<file path="src/rtl/bfhp_pkg.sv">
`default_nettype none

package bfhp_pkg;

    localparam int HEAP_SLOTS  = 16;
    localparam int SIZE_BITS   = 48;
    localparam int SLOT_BITS   = (HEAP_SLOTS > 1) ? $clog2(HEAP_SLOTS) : 1;
    localparam int STAMP_W     = 32;
    localparam int LIMIT_W     = 8;
    localparam int FREED_W     = 5;
    localparam int SLOT_OUT_W  = 4;

    localparam logic [LIMIT_W-1:0] LIMIT_RESET = LIMIT_W'(3);

    typedef enum logic {
        CMD_FRAME   = 1'b0,
        CMD_REQUEST = 1'b1
    } cmd_t;

    typedef enum logic [1:0] {
        ST_REUSED  = 2'd0,
        ST_CREATED = 2'd1,
        ST_NO_ROOM = 2'd2,
        ST_FRAME   = 2'd3
    } status_t;

    typedef struct packed {
        logic [SIZE_BITS-1:0] bytes;
        logic [STAMP_W-1:0]   last_frame;
        logic [STAMP_W-1:0]   birth;
    } entry_t;

    localparam int ENTRY_W = $bits(entry_t);

    typedef struct packed {
        status_t               status;
        logic [SLOT_OUT_W-1:0] heap_slot;
        logic [SIZE_BITS-1:0]  heap_bytes;
        logic [FREED_W-1:0]    freed_count;
    } rsp_t;

endpackage

`default_nettype wire

</file>
<file path="src/rtl/bfhp_intf.sv">
`default_nettype none

interface bfhp_req_if;
    logic                           valid;
    logic                           ready;
    bfhp_pkg::cmd_t                 cmd;
    logic [bfhp_pkg::SIZE_BITS-1:0] req_size;

    modport source (output valid, output cmd, output req_size, input ready);
    modport sink   (input valid, input cmd, input req_size, output ready);
endinterface

interface bfhp_rsp_if;
    logic                            valid;
    logic                            ready;
    bfhp_pkg::status_t               status;
    logic [bfhp_pkg::SLOT_OUT_W-1:0] heap_slot;
    logic [bfhp_pkg::SIZE_BITS-1:0]  heap_bytes;
    logic [bfhp_pkg::FREED_W-1:0]    freed_count;

    modport source (output valid, output status, output heap_slot, output heap_bytes,
                    output freed_count, input ready);
    modport sink   (input valid, input status, input heap_slot, input heap_bytes,
                    input freed_count, output ready);
endinterface

`default_nettype wire

</file>
<file path="src/rtl/bfhp_ram.sv">
`default_nettype none

module bfhp_ram #(
    parameter int DEPTH = 16,
    parameter int WIDTH = 8
) (
    input  wire logic                             clk,
    input  wire logic                             we,
    input  wire logic [$clog2(DEPTH > 1 ? DEPTH : 2)-1:0] waddr,
    input  wire logic [WIDTH-1:0]                 wdata,
    input  wire logic                             re,
    input  wire logic [$clog2(DEPTH > 1 ? DEPTH : 2)-1:0] raddr,
    output logic      [WIDTH-1:0]                 rdata
);

    logic [WIDTH-1:0] mem [DEPTH];
    logic [WIDTH-1:0] rdata_reg;

    always_ff @(posedge clk)
    begin
        if (we)
        begin
            mem[waddr] <= wdata;
        end
    end

    always_ff @(posedge clk)
    begin
        if (re)
        begin
            rdata_reg <= mem[raddr];
        end
    end

    assign rdata = rdata_reg;

endmodule

`default_nettype wire

</file>
<file path="src/rtl/bfhp_ctrl.sv">
`default_nettype none

module bfhp_ctrl (
    input  wire logic                             clk,
    input  wire logic                             rst_n,
    bfhp_req_if.sink                              req,
    input  wire logic [bfhp_pkg::LIMIT_W-1:0]     idle_frame_limit,
    output logic                                  res_valid,
    output bfhp_pkg::rsp_t                        res,
    input  wire logic                             res_ready
);

    typedef enum logic [1:0] {
        IDLE,
        SCAN,
        FINISH
    } state_t;

    localparam logic [bfhp_pkg::SLOT_BITS-1:0] LAST_SLOT =
        bfhp_pkg::SLOT_BITS'(bfhp_pkg::HEAP_SLOTS - 1);

    state_t                              state_reg;
    bfhp_pkg::cmd_t                      cmd_reg;
    logic [bfhp_pkg::SIZE_BITS-1:0]      want_reg;
    logic [bfhp_pkg::SLOT_BITS-1:0]      rd_idx_reg;
    logic                                issue_done_reg;
    logic                                cmp_vld_reg;
    logic [bfhp_pkg::SLOT_BITS-1:0]      cmp_idx_reg;
    logic [bfhp_pkg::HEAP_SLOTS-1:0]     valid_reg;
    logic [bfhp_pkg::STAMP_W-1:0]        frame_reg;
    logic [bfhp_pkg::STAMP_W-1:0]        birth_reg;
    logic                                found_reg;
    logic [bfhp_pkg::SLOT_BITS-1:0]      best_idx_reg;
    logic [bfhp_pkg::SIZE_BITS-1:0]      best_bytes_reg;
    logic [bfhp_pkg::STAMP_W-1:0]        best_age_reg;
    logic [bfhp_pkg::STAMP_W-1:0]        best_birth_reg;
    logic                                free_found_reg;
    logic [bfhp_pkg::SLOT_BITS-1:0]      free_idx_reg;
    logic [bfhp_pkg::FREED_W-1:0]        freed_reg;

    logic [bfhp_pkg::ENTRY_W-1:0]        ram_rdata;
    logic [bfhp_pkg::ENTRY_W-1:0]        ram_wdata;
    logic [bfhp_pkg::SLOT_BITS-1:0]      ram_waddr;
    logic                                ram_we;
    logic                                ram_re;

    bfhp_pkg::entry_t                    cur;
    logic                                cur_valid;
    logic [bfhp_pkg::STAMP_W-1:0]        cur_age;
    logic [bfhp_pkg::STAMP_W-1:0]        idle_gap;
    logic                                fits;
    logic                                better;
    logic                                expire;
    logic                                accept;
    logic                                res_fire;
    logic                                do_create;
    logic                                do_reuse;

    bfhp_ram #(
        .DEPTH (bfhp_pkg::HEAP_SLOTS),
        .WIDTH (bfhp_pkg::ENTRY_W)
    ) u_ram (
        .clk   (clk),
        .we    (ram_we),
        .waddr (ram_waddr),
        .wdata (ram_wdata),
        .re    (ram_re),
        .raddr (rd_idx_reg),
        .rdata (ram_rdata)
    );

    assign req.ready = (state_reg == IDLE);
    assign accept    = req.valid && (state_reg == IDLE);
    assign ram_re    = (state_reg == SCAN) && !issue_done_reg;

    // compare stage on the entry read last cycle
    assign cur       = bfhp_pkg::entry_t'(ram_rdata);
    assign cur_valid = valid_reg[cmp_idx_reg];
    assign cur_age   = birth_reg - cur.birth;
    assign idle_gap  = frame_reg - cur.last_frame;
    assign fits      = cur_valid && (cur.bytes >= want_reg) && (cur.last_frame != frame_reg);
    assign better    = !found_reg || (cur.bytes < best_bytes_reg) ||
                       ((cur.bytes == best_bytes_reg) && (cur_age > best_age_reg));
    assign expire    = cur_valid && (idle_gap > bfhp_pkg::STAMP_W'(idle_frame_limit));

    always_comb
    begin
        res.status      = bfhp_pkg::ST_NO_ROOM;
        res.heap_slot   = '0;
        res.heap_bytes  = '0;
        res.freed_count = '0;
        if (cmd_reg == bfhp_pkg::CMD_FRAME)
        begin
            res.status      = bfhp_pkg::ST_FRAME;
            res.freed_count = freed_reg;
        end
        else if (found_reg)
        begin
            res.status     = bfhp_pkg::ST_REUSED;
            res.heap_slot  = bfhp_pkg::SLOT_OUT_W'(best_idx_reg);
            res.heap_bytes = best_bytes_reg;
        end
        else if (free_found_reg)
        begin
            res.status     = bfhp_pkg::ST_CREATED;
            res.heap_slot  = bfhp_pkg::SLOT_OUT_W'(free_idx_reg);
            res.heap_bytes = want_reg;
        end
    end

    assign res_valid = (state_reg == FINISH);
    assign res_fire  = res_valid && res_ready;
    assign do_reuse  = (cmd_reg == bfhp_pkg::CMD_REQUEST) && found_reg;
    assign do_create = (cmd_reg == bfhp_pkg::CMD_REQUEST) && !found_reg && free_found_reg;
    assign ram_we    = res_fire && (do_reuse || do_create);
    assign ram_waddr = found_reg ? best_idx_reg : free_idx_reg;
    assign ram_wdata = found_reg ? {best_bytes_reg, frame_reg, best_birth_reg}
                                 : {want_reg, frame_reg, birth_reg};

    always_ff @(posedge clk or negedge rst_n)
    begin
        if (!rst_n)
        begin
            state_reg      <= IDLE;
            cmd_reg        <= bfhp_pkg::CMD_FRAME;
            want_reg       <= '0;
            rd_idx_reg     <= '0;
            issue_done_reg <= 1'b0;
            cmp_vld_reg    <= 1'b0;
            cmp_idx_reg    <= '0;
            valid_reg      <= '0;
            frame_reg      <= '0;
            birth_reg      <= '0;
            found_reg      <= 1'b0;
            best_idx_reg   <= '0;
            best_bytes_reg <= '0;
            best_age_reg   <= '0;
            best_birth_reg <= '0;
            free_found_reg <= 1'b0;
            free_idx_reg   <= '0;
            freed_reg      <= '0;
        end
        else
        begin
            cmp_vld_reg <= (state_reg == SCAN) && !issue_done_reg;
            cmp_idx_reg <= rd_idx_reg;
            case (state_reg)
                IDLE:
                begin
                    if (accept)
                    begin
                        state_reg      <= SCAN;
                        cmd_reg        <= req.cmd;
                        want_reg       <= req.req_size;
                        rd_idx_reg     <= '0;
                        issue_done_reg <= 1'b0;
                        found_reg      <= 1'b0;
                        free_found_reg <= 1'b0;
                        freed_reg      <= '0;
                        if (req.cmd == bfhp_pkg::CMD_FRAME)
                        begin
                            frame_reg <= frame_reg + 1'b1;
                        end
                    end
                end
                SCAN:
                begin
                    if (!issue_done_reg)
                    begin
                        if (rd_idx_reg == LAST_SLOT)
                        begin
                            issue_done_reg <= 1'b1;
                        end
                        else
                        begin
                            rd_idx_reg <= rd_idx_reg + 1'b1;
                        end
                    end
                    if (cmp_vld_reg)
                    begin
                        if (cmd_reg == bfhp_pkg::CMD_FRAME)
                        begin
                            if (expire)
                            begin
                                valid_reg[cmp_idx_reg] <= 1'b0;
                                freed_reg              <= freed_reg + 1'b1;
                            end
                        end
                        else
                        begin
                            if (fits && better)
                            begin
                                found_reg      <= 1'b1;
                                best_idx_reg   <= cmp_idx_reg;
                                best_bytes_reg <= cur.bytes;
                                best_age_reg   <= cur_age;
                                best_birth_reg <= cur.birth;
                            end
                            if (!cur_valid && !free_found_reg)
                            begin
                                free_found_reg <= 1'b1;
                                free_idx_reg   <= cmp_idx_reg;
                            end
                        end
                        if (cmp_idx_reg == LAST_SLOT)
                        begin
                            state_reg <= FINISH;
                        end
                    end
                end
                FINISH:
                begin
                    if (res_fire)
                    begin
                        state_reg <= IDLE;
                        if (do_create)
                        begin
                            valid_reg[free_idx_reg] <= 1'b1;
                            birth_reg               <= birth_reg + 1'b1;
                        end
                    end
                end
                default:
                begin
                    state_reg <= IDLE;
                end
            endcase
        end
    end

    a_cmp_follows_read: assert property (@(posedge clk) disable iff (!rst_n)
        cmp_vld_reg |-> (cmp_idx_reg == $past(rd_idx_reg)))
        else $error("compare index out of step with read index");

    a_birth_only_on_create: assert property (@(posedge clk) disable iff (!rst_n)
        !(res_fire && do_create) |=> $stable(birth_reg))
        else $error("birth counter moved without a new heap");

    a_frame_stable_in_scan: assert property (@(posedge clk) disable iff (!rst_n)
        (state_reg == SCAN) |=> $stable(frame_reg))
        else $error("frame counter moved during a scan");

    a_reuse_is_fit: assert property (@(posedge clk) disable iff (!rst_n)
        (res_fire && (res.status == bfhp_pkg::ST_REUSED)) |->
            (valid_reg[best_idx_reg] && (best_bytes_reg >= want_reg)))
        else $error("reused heap is not a valid fit");

    a_no_room_means_full: assert property (@(posedge clk) disable iff (!rst_n)
        (res_fire && (res.status == bfhp_pkg::ST_NO_ROOM)) |-> (&valid_reg))
        else $error("no room reported with a free slot");

endmodule

`default_nettype wire

</file>
<file path="src/rtl/best_fit_heap_pool_with_aging.sv">
// flow: an item is taken in IDLE, SCAN reads every slot and compares it, FINISH hands the result
// to the result register, whose beat is then valid; a new item is taken only in IDLE, and the scan
//   of one slot per cycle through the read port of the entry memory sets how often items pass
// the result register lets the next item start while a result beat waits
// reset: pool empty, frame and birth counters zero, idle_frame_limit 3, no clearing pass
`default_nettype none

module best_fit_heap_pool_with_aging (
    input  wire logic                         clk,
    input  wire logic                         rst_n,
    bfhp_req_if.sink                          req,
    bfhp_rsp_if.source                        rsp,
    input  wire logic                         cfg_we,
    input  wire logic [bfhp_pkg::LIMIT_W-1:0] cfg_wdata
);

    logic [bfhp_pkg::LIMIT_W-1:0] limit_reg;
    logic                         out_valid_reg;
    bfhp_pkg::rsp_t               out_data_reg;
    logic                         res_valid;
    bfhp_pkg::rsp_t               res;
    logic                         res_ready;

    bfhp_ctrl u_ctrl (
        .clk              (clk),
        .rst_n            (rst_n),
        .req              (req),
        .idle_frame_limit (limit_reg),
        .res_valid        (res_valid),
        .res              (res),
        .res_ready        (res_ready)
    );

    assign res_ready = !out_valid_reg || rsp.ready;

    always_ff @(posedge clk or negedge rst_n)
    begin
        if (!rst_n)
        begin
            limit_reg <= bfhp_pkg::LIMIT_RESET;
        end
        else if (cfg_we)
        begin
            limit_reg <= cfg_wdata;
        end
    end

    // output beat register
    always_ff @(posedge clk or negedge rst_n)
    begin
        if (!rst_n)
        begin
            out_valid_reg <= 1'b0;
            out_data_reg  <= '0;
        end
        else if (res_valid && res_ready)
        begin
            out_valid_reg <= 1'b1;
            out_data_reg  <= res;
        end
        else if (rsp.ready)
        begin
            out_valid_reg <= 1'b0;
        end
    end

    assign rsp.valid       = out_valid_reg;
    assign rsp.status      = out_data_reg.status;
    assign rsp.heap_slot   = out_data_reg.heap_slot;
    assign rsp.heap_bytes  = out_data_reg.heap_bytes;
    assign rsp.freed_count = out_data_reg.freed_count;

endmodule

`default_nettype wire

</file>
<file path="src/flat_wrapper.sv">
// flat-port wrapper written by rule: the top's interface ports become plain ports
module best_fit_heap_pool_with_aging_flat 
  (clk, rst_n, cfg_we, cfg_wdata, req_valid, req_cmd, req_req_size, req_ready, rsp_valid, rsp_status, rsp_heap_slot, rsp_heap_bytes, rsp_freed_count, rsp_ready);
  bfhp_req_if req_i ();
  bfhp_rsp_if rsp_i ();
  input  wire logic clk;
  input  wire logic rst_n;
  input  wire logic cfg_we;
  input  wire logic [bfhp_pkg::LIMIT_W-1:0] cfg_wdata;
  input wire logic [$bits(req_i.valid)-1:0] req_valid;
  input wire logic [$bits(req_i.cmd)-1:0] req_cmd;
  input wire logic [$bits(req_i.req_size)-1:0] req_req_size;
  output wire logic [$bits(req_i.ready)-1:0] req_ready;
  output wire logic [$bits(rsp_i.valid)-1:0] rsp_valid;
  output wire logic [$bits(rsp_i.status)-1:0] rsp_status;
  output wire logic [$bits(rsp_i.heap_slot)-1:0] rsp_heap_slot;
  output wire logic [$bits(rsp_i.heap_bytes)-1:0] rsp_heap_bytes;
  output wire logic [$bits(rsp_i.freed_count)-1:0] rsp_freed_count;
  input wire logic [$bits(rsp_i.ready)-1:0] rsp_ready;
  assign req_i.valid = req_valid;
  assign req_i.cmd = req_cmd;
  assign req_i.req_size = req_req_size;
  assign req_ready = req_i.ready;
  assign rsp_valid = rsp_i.valid;
  assign rsp_status = rsp_i.status;
  assign rsp_heap_slot = rsp_i.heap_slot;
  assign rsp_heap_bytes = rsp_i.heap_bytes;
  assign rsp_freed_count = rsp_i.freed_count;
  assign rsp_i.ready = rsp_ready;
  best_fit_heap_pool_with_aging u_core (.clk(clk), .rst_n(rst_n), .req(req_i), .rsp(rsp_i), .cfg_we(cfg_we), .cfg_wdata(cfg_wdata));
endmodule
</file>
<file path="config.mk">
export PLATFORM = sky130hd
export DESIGN_NAME = best_fit_heap_pool_with_aging_flat
export DESIGN_NICKNAME = d
export VERILOG_FILES = /design/src/rtl/bfhp_pkg.sv /design/src/rtl/bfhp_intf.sv /design/src/rtl/bfhp_ram.sv /design/src/rtl/bfhp_ctrl.sv /design/src/rtl/best_fit_heap_pool_with_aging.sv /design/src/flat_wrapper.sv
export SDC_FILE = /design/constraint.sdc
export NUM_CORES = 2
export LEC_CHECK = 0
export BUFFER_PORTS_ARGS = -buffer_cell sky130_fd_sc_hd__buf_2
export CORE_ASPECT_RATIO = 1.1
export CORE_UTILIZATION = 50
export CTS_CLUSTER_SIZE = 12
export DETAILED_ROUTE_END_ITERATION = 10
export PLACE_DENSITY = 0.68
export SETUP_SLACK_MARGIN = 0.02
export SLEW_MARGIN = 20
export SYNTH_ARGS = -nofsm -noshare
export SYNTH_HDL_FRONTEND = slang
export SYNTH_SLANG_ARGS = --single-unit
</file>
<file path="constraint.sdc">
create_clock -name clk -period 7.6 [get_ports clk]
set_input_delay 1.52 -clock clk [delete_from_list [all_inputs] [get_ports clk]]
set_output_delay 1.52 -clock clk [all_outputs]
set_load 0.005 [all_outputs]
</file>
==> impl_metrics.yaml <==
yosys:
  synth_area_mm2: 0.0915
  synth-seq-cells: 2240
  yosysSeqAreaShare_pct: 71.7
  synth_cell_type_count: 84
  synthFlopType: "edfxtp_1"
  syn_area_per_cell_um2: 18.9
  synthesis.nets: 5109
  synth_edf_count: 1904
  postSynthCellCount: 4843
  async_reset_ff_share_pct: 15.0
  synth_warnings: 0
placement:
  place_congestion: 0.873
  hpwl_um: 117000
  dpl_worst_slack_ps: 1030
  dp_cells: 7301
  io_buffers: 122
detailed_routing:
  postRouteAntennaNets: 0
  drt-total-wl_um: 215000
  drt_iter0_drc: 4745
  wl_per_cell_um: 27.9
  drc_errors: 10
  drt_first_pass_iters: 8
  vias_per_cell: 6.09
  vias: 46945
pwr:
  power_density_mw_per_mm2: 349
  p_leak_nw: 34.6
  finalPower_w: 0.0358
  vdd_drop_max_uv: 555
critical_path:
  r2r-end: "u_core.u_ctrl.best_bytes_reg[35]$_DFFE_PN0P_"
  critical_path_class: "flip-flop to flip-flop"
  slowest_stage: "o21a_4"
  critical_path.max_stage_delay_ps: 820
  cp-start-kind: "flip-flop"
  r2r_start: "u_core.u_ctrl.birth_reg[1]$_DFFE_PN0P_"
  regToRegSetupSlack_ps: 1050
  path_max_fanout: 52
  critPathCaptureType: "flip-flop"
  cp_cell_sequence: "ha_1 -> nor2b_1 -> o21ai_0 -> a21boi_0 -> o21ai_0 -> a21oi_1 -> a2111oi_1 -> o31ai_1 -> a2111oi_0 -> nor3_1 -> xor2_1 -> ha_1 -> a21oi_1 -> nor2b_1 -> o21ai_0 -> a21oi_1 -> o21a_1 -> o21a_1 -> a2111oi_0 -> nor3_1 -> o21a_4 -> buf_4 -> mux2_2"
  required_ps: 8340
  crit_family: "compound AO/OA/AOI/OAI gates"
  reg2regPathDepth: 23
  critPathBufInv: 1
  critical_path_arrival_ps: 7280
global_routing:
  antenna_found_initial: 7
  busiest_layer: "met2"
  grt_pass1_wl_um: 319000
  globalRouteMet3Util_pct: 3.57
  grt_max_degree: 129
  grt_util_all_layers_pct: 23.6
  use_met1_pct: 33.8
  grt-ovfl-total: 0
  first_global_vias: 47926
  met2_usage_pct: 38.3
cts:
  cts_tree: "yes"
  cts.repair.resized: 0
  cts_hold_buffers: 0
  numCtsBuffers: 218
  path_clk_slew_ps: 60
  cts_buffer_depth: 3
  htreeDepth: 4
  insertion_delay_ps: 880
  root_buffer: "clkbuf_16"
  cts_setup_buffers: 0
  cts_sinks: 2240
timing:
  finalCritPeriodShare_pct: 86.2
  setup-tns-final_ps: 0
  hold_ws_ps: 471
  finalSetupViolCount: 0
  slew_headroom_pct: 22.2
  period_minus_slack_ps: 6550
  slew_violations: 0
  hold_violations: 0
  fin_skew_ps: 39.4
  rsz0062_at_grt: "no"
  fmax_mhz: 153
  tightest_slew_ps: 1170
  timing.final.ws_setup_ps: 1050
cells_and_area:
  syn_to_final_growth_pct: 12.2
  final_cell_mix: "edfxtp_1, mux4_2, dfrtp_1"
  nNetsFinal: 5380
  largest_register_ffs: 1792
  final_cells: 7710
  layout-drive-gt1-share_pct: 24.4
  num-fill-cells: 13582
  final_common_cell: "edfxtp_1"
floorplan:
  die_y_um: 451
  die_area_mm2: 0.185
  die_w_um: 410
  io-pin-count: 123
  core_mm2: 0.182
  initial_core_util_pct: 50.4
  rows: 164
min_path:
  hold_path.class: "flip-flop to flip-flop"
  whs_endpoint: "u_core.rsp.freed_count[0]$_DFFE_PN0P_"
  hold_start: "u_core.rsp.freed_count[0]$_DFFE_PN0P_"
  holdPathStages: 2
job:
  drv_cap: 0
run_status:
  outcome: "finished with violations"
  violations: "DRC"
## logic make-up (layout without fill, tap and decap cells)
| family | count (synthesis) | in the layout | synth area share (%) |
|---|---|---|---|
| AO/OA/AOI/OAI | 557 | 557 | 3.84 |
| other | 0 | 1 | 0 |
| buffers and inverters | 419 | 878 | 1.76 |
| adder cells (fa/ha/maj) | 204 | 204 | 2.81 |
| AND/OR/NAND/NOR | 593 | 593 | 3.03 |
| multiplexers | 725 | 725 | 15.9 |
| flip-flops | 2240 | 2240 | 71.7 |
| XOR/XNOR | 105 | 105 | 1.01 |
## per-layer routing
layer | share of wire, % | vias up
met4 | 2.0 | 0
met5 | 0 | -
met1 | 42 | 25089
li1 | - | 19973
met2 | 49 | 1596
met3 | 6.3 | 287
## power breakdown
group	internal, W	total [W]	leakage (nW)	switching (W)
registers	0.0151	0.0158	21.1	0.000771
logic	0.00440	0.00982	10.3	0.00542
clock network	0.00560	0.0101	3.18	0.00453
total	0.0251	0.0358	34.6	0.0107
## cell usage after synthesis (all sizes together), types with 16 or more instances
cell type	instances	area, µm²
a21boi	25	199
a21o	52	390
a21oi	125	633
a22o	30	263
a31oi	24	150
and3	17	106
buf	65	279
clkbuf	135	508
dfrtp	334	8360
edfxtp	1904	57200
ha	202	2530
inv	218	818
mux2	155	1750
mux4	565	12700
nand2	250	938
nand2b	16	100
nand3	44	220
nand4	57	357
nor2	113	427
nor2b	29	184
nor3	21	116
o21a	23	173
o21ai	195	976
xnor2	69	604
xor2	36	315
## how the worst max path moves through the flow
stage | start | end | slack, ps | depth (start not counted)
after floorplan | rsp_ready | u_core.u_ctrl.u_ram.mem[13][0]$_DFFE_PP_ | -240 | 6
after global placement | u_core.u_ctrl.birth_reg[1]$_DFFE_PN0P_ | u_core.u_ctrl.best_bytes_reg[35]$_DFFE_PN0P_ | 1090 | 23
after detailed placement | u_core.u_ctrl.birth_reg[1]$_DFFE_PN0P_ | u_core.u_ctrl.best_bytes_reg[34]$_DFFE_PN0P_ | 1030 | 23
after CTS | u_core.u_ctrl.birth_reg[1]$_DFFE_PN0P_ | u_core.u_ctrl.best_bytes_reg[35]$_DFFE_PN0P_ | 1030 | 23
after global routing | u_core.u_ctrl.birth_reg[1]$_DFFE_PN0P_ | u_core.u_ctrl.best_bytes_reg[35]$_DFFE_PN0P_ | 330 | 23
final | u_core.u_ctrl.birth_reg[1]$_DFFE_PN0P_ | u_core.u_ctrl.best_bytes_reg[35]$_DFFE_PN0P_ | 1050 | 23
## per-stage QoR
stage	instance area, µm²	utilization (%)
after floorplan	91500	-
after CTS	103000	56.5
after global routing	103000	56.5
final	103000	56.5
after global placement	95900	52.8
after detailed placement	95900	52.8
## layout make-up
class                           instances  area (µm²)  share of cell area, %
Multi-Input combinational cell       2184       24500                   23.9
Tap cell                             2407        3010                   2.93
Timing Repair Buffer                  251        2030                   1.98
Clock buffer                          365        6170                   6.01
Clock inverter                         43         478                  0.466
Sequential cell                      2240       65600                   63.9
Inverter                              219         822                  0.801
Antenna cell                            1        2.50                0.00244
## worst min-delay path, stage by stage (launching register included)
cell	delay, ps
dfrtp_1	330
nand2_1	40
o21ai_0	60
(Power assumes the default switching activity.)
